===== src/rtl/heightmap_box_smoothing_3x3_core_assert.svh =====
// Assertion macros shared by the heightmap smoothing RTL.
`ifndef HEIGHTMAP_BOX_SMOOTHING_3X3_CORE_ASSERT_SVH
`define HEIGHTMAP_BOX_SMOOTHING_3X3_CORE_ASSERT_SVH

// Same-cycle implication, disabled while reset is high.
`define HBS_ASSERT_NOW(label, clk, rst, cond, prop) \
  label: assert property (@(posedge clk) disable iff (rst) (cond) |-> (prop)) \
    else $error("hbs assertion failed");

// Next-cycle implication, disabled while reset is high.
`define HBS_ASSERT_NEXT(label, clk, rst, cond, prop) \
  label: assert property (@(posedge clk) disable iff (rst) (cond) |=> (prop)) \
    else $error("hbs assertion failed");

`endif


===== src/rtl/hbs_pkg.sv =====
// Shared constants, types and helpers of the heightmap smoothing block.
`default_nettype none
package hbs_pkg;

  localparam int MAX_WIDTH  = 1024;
  localparam int MAX_HEIGHT = 1024;
  localparam int MIN_DIM    = 2;

  localparam int HGT_W    = 16;
  localparam int CFG_W    = 11;
  localparam int COL_W    = $clog2(MAX_WIDTH);
  localparam int WID_W    = $clog2(MAX_WIDTH + 1);
  localparam int ROW_W    = $clog2(MAX_HEIGHT + 2);
  localparam int ROWSUM_W = HGT_W + 2;
  localparam int SUM_W    = HGT_W + 4;

  // Division by 4, 6 or 9 as a multiply by a scaled reciprocal.
  localparam int RECIP_W     = 22;
  localparam int RECIP_SHIFT = 23;
  localparam logic [RECIP_W-1:0] RECIP_DIV4 = RECIP_W'(2097152);
  localparam logic [RECIP_W-1:0] RECIP_DIV6 = RECIP_W'(1398102);
  localparam logic [RECIP_W-1:0] RECIP_DIV9 = RECIP_W'(932068);

  localparam int REG_IDX_W = 1;
  localparam logic [REG_IDX_W-1:0] REG_MAP_WIDTH  = 1'b0;
  localparam logic [REG_IDX_W-1:0] REG_MAP_HEIGHT = 1'b1;

  typedef logic [HGT_W-1:0] hgt_t;

  // 3x3 neighborhood, indexed [row][column], row 0 on top, column 0 on the left.
  typedef hgt_t [2:0][2:0] win_t;

  typedef struct packed {
    logic emit;
    logic top_ok;
    logic bot_ok;
    logic left_ok;
    logic right_ok;
    logic last;
  } ctl_t;

  function automatic int unsigned sat_dim(input logic [CFG_W-1:0] raw, input int unsigned hi);
    int unsigned v;
    v = int'(raw);
    if (v < MIN_DIM) v = MIN_DIM;
    if (v > hi) v = hi;
    return v;
  endfunction

endpackage
`default_nettype wire


===== src/rtl/hbs_mean.sv =====
// Masked 3x3 sum and rounded division by the in-bounds cell count.
`default_nettype none
module hbs_mean import hbs_pkg::*; (
  input  wire logic clk,
  input  wire logic rst,
  input  wire logic adv,
  input  wire logic b_valid,
  input  wire ctl_t ctl,
  input  wire win_t win,
  output logic      out_valid,
  output hgt_t      smoothed_height,
  output logic      frame_last
);

  localparam int PROD_W = SUM_W + RECIP_W;

  typedef enum logic [1:0] {
    DIV4,
    DIV6,
    DIV9
  } div_t;

  logic                    c_valid;
  logic                    c_last;
  logic                    c_top_ok;
  logic                    c_bot_ok;
  div_t                    c_div;
  logic [ROWSUM_W-1:0]     c_row [3];
  logic                    d_valid;
  logic                    d_last;
  logic [SUM_W-1:0]        d_x;
  logic [RECIP_W-1:0]      d_m;

  logic [ROWSUM_W-1:0]     row_sum [3];
  div_t                    div_sel;
  logic [SUM_W-1:0]        total;
  logic [SUM_W-1:0]        half;
  logic [RECIP_W-1:0]      recip;
  logic [PROD_W-1:0]       prod;

  always_comb begin
    for (int r = 0; r < 3; r++) begin
      row_sum[r] = (ctl.left_ok ? ROWSUM_W'(win[r][0]) : '0) + ROWSUM_W'(win[r][1])
                 + (ctl.right_ok ? ROWSUM_W'(win[r][2]) : '0);
    end
    if (ctl.top_ok && ctl.bot_ok && ctl.left_ok && ctl.right_ok) begin
      div_sel = DIV9;
    end else if ((ctl.top_ok && ctl.bot_ok) || (ctl.left_ok && ctl.right_ok)) begin
      div_sel = DIV6;
    end else begin
      div_sel = DIV4;
    end
  end

  always_comb begin
    case (c_div)
      DIV9: begin
        half  = SUM_W'(4);
        recip = RECIP_DIV9;
      end
      DIV6: begin
        half  = SUM_W'(3);
        recip = RECIP_DIV6;
      end
      default: begin
        half  = SUM_W'(2);
        recip = RECIP_DIV4;
      end
    endcase
    total = (c_top_ok ? SUM_W'(c_row[0]) : '0) + SUM_W'(c_row[1])
          + (c_bot_ok ? SUM_W'(c_row[2]) : '0) + half;
  end

  assign prod = PROD_W'(d_x) * PROD_W'(d_m);

  always_ff @(posedge clk) begin
    if (rst) begin
      c_valid   <= 1'b0;
      d_valid   <= 1'b0;
      out_valid <= 1'b0;
    end else if (adv) begin
      c_valid   <= b_valid && ctl.emit;
      d_valid   <= c_valid;
      out_valid <= d_valid;
    end
  end

  always_ff @(posedge clk) begin
    if (adv) begin
      c_row           <= row_sum;
      c_top_ok        <= ctl.top_ok;
      c_bot_ok        <= ctl.bot_ok;
      c_div           <= div_sel;
      c_last          <= ctl.last;
      d_x             <= total;
      d_m             <= recip;
      d_last          <= c_last;
      smoothed_height <= prod[RECIP_SHIFT +: HGT_W];
      frame_last      <= d_last;
    end
  end

endmodule
`default_nettype wire


===== config.mk =====
export PLATFORM = sky130hd
export DESIGN_NAME = hbs_mean
export DESIGN_NICKNAME = d
export VERILOG_FILES = /design/src/rtl/heightmap_box_smoothing_3x3_core_assert.svh /design/src/rtl/hbs_pkg.sv /design/src/rtl/hbs_mean.sv
export SDC_FILE = /design/constraint.sdc
export NUM_CORES = 1
export LEC_CHECK = 0
export CORE_MARGIN = 2
export CORE_UTILIZATION = 60
export DETAILED_ROUTE_END_ITERATION = 8
export DONT_BUFFER_PORTS = 1
export GPL_ROUTABILITY_DRIVEN = 0
export HOLD_SLACK_MARGIN = 0.08
export PLACE_DENSITY = 0.78
export SYNTH_ARGS = -nofsm -noshare
export SYNTH_HDL_FRONTEND = slang
export SYNTH_SLANG_ARGS = --single-unit

===== constraint.sdc =====
create_clock -name clk -period 9.35 [get_ports clk]
set_input_delay 1.87 -clock clk [delete_from_list [all_inputs] [get_ports clk]]
set_output_delay 1.87 -clock clk [all_outputs]
set_load 0.02 [all_outputs]

==> impl_metrics.toml, run 1 <==
[global_route]
grt_pass1_wl_mm = 58.16
grt_start_max_net_pins = 106
grt_pass1_vias = 11830
busiest_layer = "met2"
antenna_found_initial = 0
grt_use_met2_pct = 46.10
overflow = 0
grt_usage_pct = 25.58
grt_util_met3_pct = 3.685
met1_usage_pct = 32.40

[logic_synthesis]
synth_area_per_cell_um2 = 10.38
synth_cell_type_count = 59
synth-seq-cells = 104
synth_top_area_share_pct = 31.45
synth_cells = 1637
synth_area_leaders = "fa_1 (31%), ha_1 (19%), edfxtp_1 (18%)"
synth-edff-count = 101
async_flop_share_pct = 0
synth_warnings = 0
synth_ff_type = "edfxtp_1"
syn_nets = 2312
syn_area_um2 = 17000
synth_top_area_cell = "fa_1"
ys_seq_area_share_pct = 18.20

[placed_design]
hpwl_mm = 31.88
port_buffers = 0

[floorplan]
fp.dieH_um = 172.3
start_util_pct = 61.02
dieArea_um2 = 29690
die_width_um = 172.3
rows = 61
io_pins = 172
core_um2 = 27860

[worst_setup_path]
cpMostUsedCell = "fa_1"
required_ns = 9.47
worstPathCellList = "and2_1 -> inv_1 -> fa_1 -> inv_1 -> fa_1 -> ha_1 -> a21o_1 -> fa_1 -> fa_1 -> fa_1 -> inv_1 -> fa_1 -> inv_1 -> ha_1 -> nand4_1 -> a2111oi_0 -> o21ai_1 -> a211oi_1 -> or2_1 -> a31oi_2 -> o21ai_1 -> a21oi_1 -> xnor2_1"
slowest_delay_ns = 0.74
crit_slowest_cell = "edfxtp_1"
end_kind = "flip-flop"
crit_path_start_kind = "flip-flop"
crit_type = "reg2reg"
cp.arrival_ns = 7.60
worstPathMaxFanout = 21

[sta]
relSlewSlack_pct = 59.80
report.final.slew_viol_count = 0
clock_skew_ns = 0.01498
finalSetupViolCount = 0
rsz0062_at_grt = "no"
worst_slew_pin_slew_ns = 0.6030
min_period_ns = 7.485
max_freq_ghz = 0.1336
tns_ns = 0
period_share_pct = 80.05
hold_viol = 0

[clock_tree]
cts_root_buffer = "clkbuf_16"
cts_resized = 0
htreeDepth = 3
post_cts.repair.setup_buffers = 0
cts_tree = "done"
cts_hold_buf = 0
clk_path_buf_depth = 2
clk_pin_slew_worst_paths_ns = 0.09
clk-insertion-delay-late_ns = 0.36
cts-buffers-inserted = 9
cts.sink_count = 104

[drt]
drc = 0
drt_iter0_markers = 587
post_drt_wl_per_cell_um = 17.82
ant_nets = 0
vias_per_cell = 5.461
vias = 10980
drt_first_pass_iters = 5
drt-total-wl_mm = 35.83

[hold_path]
hp-class = "reg2reg"

[final_layout]
multi_input_area_um2 = 12480
fillers = 2227
syn2layout_area_growth_pct = 4.027
nets = 2303
drive_above_1_share_pct = 1.898
utilization_pct = 63.47
antennaDiodeCount = 0
layout.area.seq_um2 = 3093

[flow_run]
max_cap_violations = 0

[run_status]
outcome = "complete, no violations"
## cell usage after synthesis (all sizes together) (20+ instances only)
master,count
a21o,22
a21oi,53
and2,176
clkbuf,20
edfxtp,101
fa,267
ha,254
inv,359
nand2,60
nor2,51
nor3,21
o21ai,32
xnor2,60
xor2,26
## logic make-up after synthesis
family	synth area share, %
adder cells (fa/ha/maj)	50.14
buffers and inverters	8.369
AND/OR/NAND/NOR	12.04
flip-flops	18.20
XOR/XNOR	4.564
multiplexers	0.1767
AO/OA/AOI/OAI	6.515
## routing by layer
metal  routed length, µm  share of wire [%]  up-vias
met3                2226                6.2       57
met5                   0                  0        -
met4                 755                2.1        0
li1                    -                  -     5194
met2               18260                 51      366
met1               14580                 41     5366
## state kept, by name, summed over array words and instances (netlist names), 2 cells and up
signal           count
c_row               54
d_x                 20
smoothed_height     16
d_m                  4
c_div                2
## stage by stage
stage	area [µm²]	cells	setup WS, ns	hold slack [ns]
after floorplan	17000	1637	2.703	0.4003
after global placement	17400	1995	2.253	0.4005
after detailed placement	17400	1995	1.878	0.4056
after CTS	17680	2011	1.878	0.4194
after global routing	17680	2011	1.369	0.4223
final	17680	2011	1.865	0.4220
## cell type report
type	instances	share of cell area, %
Clock buffer	9	1.274
Multi-Input combinational cell	1154	70.59
Tap cell	378	2.675
Sequential cell	104	17.49
Clock inverter	7	0.3467
Inverter	359	7.621
## layout by cell type (no fill, tap or decap), drive strengths merged, types with 3 or more instances in the layout
| cell type | instances |
|---|---|
| inv | 363 |
| fa | 267 |
| ha | 254 |
| and2 | 176 |
| edfxtp | 101 |
| nand2 | 60 |
| xnor2 | 60 |
| a21oi | 53 |
| nor2 | 51 |
| o21ai | 32 |
| xor2 | 26 |
| a21o | 22 |
| nor3 | 21 |
| nand3 | 18 |
| o21a | 13 |
| nor2b | 13 |
| nand2b | 10 |
| o21bai | 9 |
| clkbuf | 9 |
| or3 | 8 |
| a211oi | 6 |
| nand4 | 5 |
| and3 | 4 |
| or2 | 4 |
| a21boi | 4 |
| o211ai | 4 |
| a2111oi | 4 |
| a41o | 3 |
| mux2i | 3 |
| dfxtp | 3 |
| a31oi | 3 |
| clkinv | 3 |
## critical path: cells and delay by family, from the launching register on
family                     cells  cell delay, ns
adders and majority gates      8            3.65
DFF                            1            0.74
and+or+nand+nor                3            0.67
AOI/OAI and AO/OA              7            1.79
buffers and inverters          4            0.24
xor gates and xnor gates       1            0.13
## final timing paths
kind	start	end	slack [ns]	cells after the start
setup / recovery	d_m[20]	smoothed_height[15]	1.86	23
hold / removal	c_last	d_last	0.42	0
setup reg to reg	d_m[20]	smoothed_height[15]	1.86	23
hold reg to reg	c_last	d_last	0.42	0
Power of run 1 is not shown: default switching activity piles up to over one toggle a cycle in this logic, so the estimate is an artifact.
==> inputs of run 2 (changes only) <==
clock period = 7.1 ns   (was 9.35 ns; I/O delays follow)
==> impl_metrics.toml, run 2 (synthesis results as in run 1) <==
[sta]
finalSetupViolCount = 0
relSlewSlack_pct = 63.95
min_period_ns = 6.859
report.final.slew_viol_count = 0
hold_viol = 0
fin_ws_ns = 0.2412
rsz0062_at_grt = "yes"
period_share_pct = 96.60
max_freq_ghz = 0.1458
worst_slew_pin_slew_ns = 0.5358
clock_skew_ns = 0.01538

[hold_path]
holdCritStartpoint = "d_last"
hp-class = "reg2reg"
min_to = "frame_last"
hold-path-cell-count = 0

[clock_tree]
cts_hold_buf = 0
cts-buffers-inserted = 9
cts_tree = "done"
clk_path_buf_depth = 2
htreeDepth = 3
cts.sink_count = 104
cts_root_buffer = "clkbuf_16"
clk_pin_slew_worst_paths_ns = 0.08
clk-insertion-delay-late_ns = 0.37

[worst_setup_path]
crit_type = "reg2reg"
r2r_start = "d_m[20]"
worst-path-buf-inv = 6
crit_path_start_kind = "flip-flop"
worstPathMaxFanout = 11
rrSetupSlack_ns = 0.24
slowest_delay_ns = 0.58
cpMostUsedCell = "fa_1"
end_kind = "flip-flop"
required_ns = 7.22
r2r_end = "smoothed_height[13]"
worstPathCellList = "buf_4 -> buf_4 -> and2_1 -> fa_1 -> inv_1 -> fa_1 -> fa_1 -> inv_1 -> fa_1 -> fa_1 -> fa_1 -> inv_1 -> fa_1 -> inv_1 -> ha_1 -> nand4_1 -> nor2_1 -> nor4b_2 -> nor4b_2 -> or2_4 -> a31oi_4 -> o21bai_1 -> a21oi_1 -> xnor2_1"
crit_slowest_cell = "fa_1"
r2r_cells = 24
cp.arrival_ns = 6.97
cp_top_family = "adder cells"

[floorplan]
start_util_pct = 61.02
rows = 61
dieArea_um2 = 29690
io_pins = 172
core_um2 = 27860
die_width_um = 172.3
fp.dieH_um = 172.3

[drt]
top_layer_used = "met5"
vias_per_cell = 5.500
wl_met3_mm = 2.598
drt_iter0_markers = 590
vias = 11170
wl_met2_mm = 18.29
drt-total-wl_mm = 36.80
post_drt_wl_per_cell_um = 18.12
drt_first_pass_iters = 5
wl_met1_mm = 14.56
drc = 0
ant_nets = 0

[final_layout]
drive_above_1_share_pct = 3.569
layout_commonest_cell = "inv_1"
multi_input_area_um2 = 12530
largest_register_ffs = 54
antennaDiodeCount = 0
top_regs = "c_row: 54 flops, d_x: 20 flops, smoothed_height: 16 flops"
layout.area.seq_um2 = 3093
fillers = 2159
nets = 2323
largest-register = "c_row"
layout_common_cells = "inv_1 (359), fa_1 (266), ha_1 (254), and2_1 (175), edfxtp_1 (101)"
syn2layout_area_growth_pct = 5.138

[global_route]
overflow = 0
antenna_found_initial = 1
grt_pass1_vias = 12130
grt_pass1_wl_mm = 59.00
grt_start_max_net_pins = 106
grt_usage_pct = 26.05

[placed_design]
hpwl_mm = 32.35
preCtsSetupSlack_ns = 0.2147
port_buffers = 0

[flow_run]
max_cap_violations = 0

[run_status]
outcome = "complete, no violations"
==> run 2: cell types whose count changed in the layout (fill, tap and decap cells not counted), moves of 2 or more <==
cell      previous run  this run
a211oi_1             6         4
buf_4                0        17
nor4b_1              2         0
clkbuf_2             0         3
a211oi_2             0         2
nor4b_2              0         2
==> run 2: routing by layer <==
layer	up-vias	GRT usage, %
li1	5237	-
met2	433	46.08
met4	2	10.12
met3	95	4.990
met1	5404	31.53
met5	-	0
==> run 2: repair_timing <==
| action | CTS | global route |
|---|---|---|
| endpoints found under the setup margin | 0 | 8 |
| resized for setup | 0 | 10 |
| buffers inserted | 0 | 9 |
| endpoints found under the hold margin | 0 | 0 |
==> run 2: how the worst max path moves through the flow <==
stage	start	endpoint	slack [ns]	cells past startpoint
floorplan	d_m[19]	smoothed_height[15]	0.45	24
global placement	d_m[19]	smoothed_height[8]	0.32	23
detailed placement	d_m[20]	smoothed_height[8]	0.21	22
CTS	d_m[19]	smoothed_height[13]	0.20	23
global route	d_m[20]	smoothed_height[13]	-0.05	24
finish	d_m[20]	smoothed_height[13]	0.24	24
==> run 2: stage by stage <==
step                area [µm²]  TNS (ns)  hold slack, ns  std cells  util (%)
finish                   17870         0          0.4216       2031     64.15
CTS                      17760         0          0.4232       2022     63.77
detailed placement       17480         0          0.4057       2006     62.74
global placement         17480         0          0.4010       2006     62.74
floorplan                17000         0          0.4003       1637         -
global route             17870  -0.08246          0.4294       2031     64.15
==> run 2: cell type report <==
| class | count | share of cell area [%] |
|---|---|---|
| Multi-Input combinational cell | 1154 | 70.10 |
| Clock inverter | 7 | 0.3431 |
| Timing Repair Buffer | 20 | 0.7982 |
| Inverter | 359 | 7.540 |
| Tap cell | 378 | 2.647 |
| Sequential cell | 104 | 17.31 |
| Clock buffer | 9 | 1.260 |
Power of run 2 is left out for the same reason.
==> inputs of run 3 (changes only) <==
--- a/config.mk
+++ b/config.mk
@@ -13,5 +13,7 @@
 export HOLD_SLACK_MARGIN = 0.08
 export PLACE_DENSITY = 0.78
+export SKIP_CTS_REPAIR_TIMING = 1
 export SYNTH_ARGS = -nofsm -noshare
 export SYNTH_HDL_FRONTEND = slang
 export SYNTH_SLANG_ARGS = --single-unit
+export TNS_END_PERCENT = 20
==> constraint.sdc (replaced) <==
create_clock -name clk -period 7.1 [get_ports clk]
set_input_delay 1.42 -clock clk [delete_from_list [all_inputs] [get_ports clk]]
set_output_delay 1.42 -clock clk [all_outputs]
set_load 0.01 [all_outputs]
==> impl_metrics.toml, run 3 (synthesis results as in run 1) <==
[drt]
drc = 0
drt-total-wl_mm = 36.68
ant_nets = 0
post_drt_wl_per_cell_um = 18.06
vias_per_cell = 5.493
vias = 11160
drt_iter0_markers = 629
drt_first_pass_iters = 5

[final_layout]
layout_common_cells = "inv_1 (359), fa_1 (266), ha_1 (254), and2_1 (175), edfxtp_1 (101)"
multi_input_area_um2 = 12520
top_regs = "c_row: 54 flops, d_x: 20 flops, smoothed_height: 16 flops"
design_area_um2 = 17870
nets = 2323
syn2layout_area_growth_pct = 5.109
drive_above_1_share_pct = 3.509
layout_commonest_cell = "inv_1"
antennaDiodeCount = 0
largest-register = "c_row"
layout.area.seq_um2 = 3093
fillers = 2163
largest_register_ffs = 54

[global_route]
antenna_found_initial = 1
grt_pass1_vias = 12130
grt_start_max_net_pins = 106
overflow = 0
grt_usage_pct = 26.05
grt_pass1_wl_mm = 59.00

[clock_tree]
clk-insertion-delay-late_ns = 0.37
cts_tree = "done"
clk_pin_slew_worst_paths_ns = 0.08
cts_root_buffer = "clkbuf_16"
clk_path_buf_depth = 2
cts.sink_count = 104
cts-buffers-inserted = 9
htreeDepth = 3

[sta]
period_share_pct = 96.13
relSlewSlack_pct = 63.95
min_period_ns = 6.825
finalSetupViolCount = 0
worst_slew_pin_slew_ns = 0.5358
tns_ns = 0
report.final.slew_viol_count = 0
rsz0062_at_grt = "yes"
hold_viol = 0
max_freq_ghz = 0.1465
clock_skew_ns = 0.01422

[floorplan]
io_pins = 172
core_um2 = 27860
die_width_um = 172.3
start_util_pct = 61.02
rows = 61
fp.dieH_um = 172.3
dieArea_um2 = 29690

[worst_setup_path]
worstPathCellList = "buf_4 -> and2_1 -> fa_1 -> fa_1 -> inv_1 -> fa_1 -> inv_1 -> fa_1 -> fa_1 -> fa_1 -> inv_1 -> fa_1 -> inv_1 -> ha_1 -> nand4_1 -> a2111oi_1 -> o21ai_1 -> a211oi_2 -> buf_4 -> or2_4 -> a31oi_4 -> o21bai_1 -> a21oi_1 -> xnor2_1"
end_kind = "flip-flop"
cp.arrival_ns = 6.94
worst-path-buf-inv = 6
cpMostUsedCell = "fa_1"
crit_type = "reg2reg"
crit_path_start_kind = "flip-flop"
crit_slowest_cell = "fa_1"
required_ns = 7.21
slowest_delay_ns = 0.55
worstPathMaxFanout = 5
cp_top_family = "adder cells"

[placed_design]
placed_area_um2 = 17480
hpwl_mm = 32.35
port_buffers = 0

[run_status]
outcome = "complete, no violations"

[flow_run]
max_cap_violations = 0

[hold_path]
hp-class = "reg2reg"
run 3: cell counts in the layout (fill, tap and decap cells not counted):
No cell type changed its count.
run 3: path summary, 6_finish.rpt:
path            from                   to  slack (ns)  cells after the start
min reg2reg   d_last           frame_last        0.42                      0
min           d_last           frame_last        0.42                      0
max reg2reg  d_m[18]  smoothed_height[13]        0.28                     24
max          d_m[18]  smoothed_height[13]        0.28                     24
run 3: metrics by stage:
| stage | std cells | utilization, % | hold WS, ns | setup slack (ns) |
|---|---|---|---|---|
| final | 2031 | 64.13 | 0.4212 | 0.2751 |
| after detailed placement | 2006 | 62.74 | 0.4057 | 0.2147 |
| after floorplan | 1637 | - | 0.4003 | 0.4533 |
| after CTS | 2022 | 63.77 | 0.4232 | 0.2041 |
| after global routing | 2031 | 64.13 | 0.4294 | -0.01072 |
| after global placement | 2006 | 62.74 | 0.4010 | 0.3219 |
run 3: layer usage:
metal | global-route usage [%] | wire length [µm] | vias to the layer above | share of wire [%]
li1 | - | - | 5240 | -
met1 | 31.53 | 14620 | 5365 | 40
met2 | 46.08 | 18110 | 444 | 49
met3 | 4.990 | 2508 | 106 | 6.8
met4 | 10.12 | 1428 | 2 | 3.9
met5 | 0 | 14 | - | 0.038
run 3: layout make-up:
class,count,area share (%)
Clock buffer,9,1.261
Multi-Input combinational cell,1154,70.10
Sequential cell,104,17.31
Tap cell,378,2.647
Timing Repair Buffer,20,0.7984
Inverter,359,7.543
Clock inverter,7,0.3432
Power of run 3 is left out for the same reason.
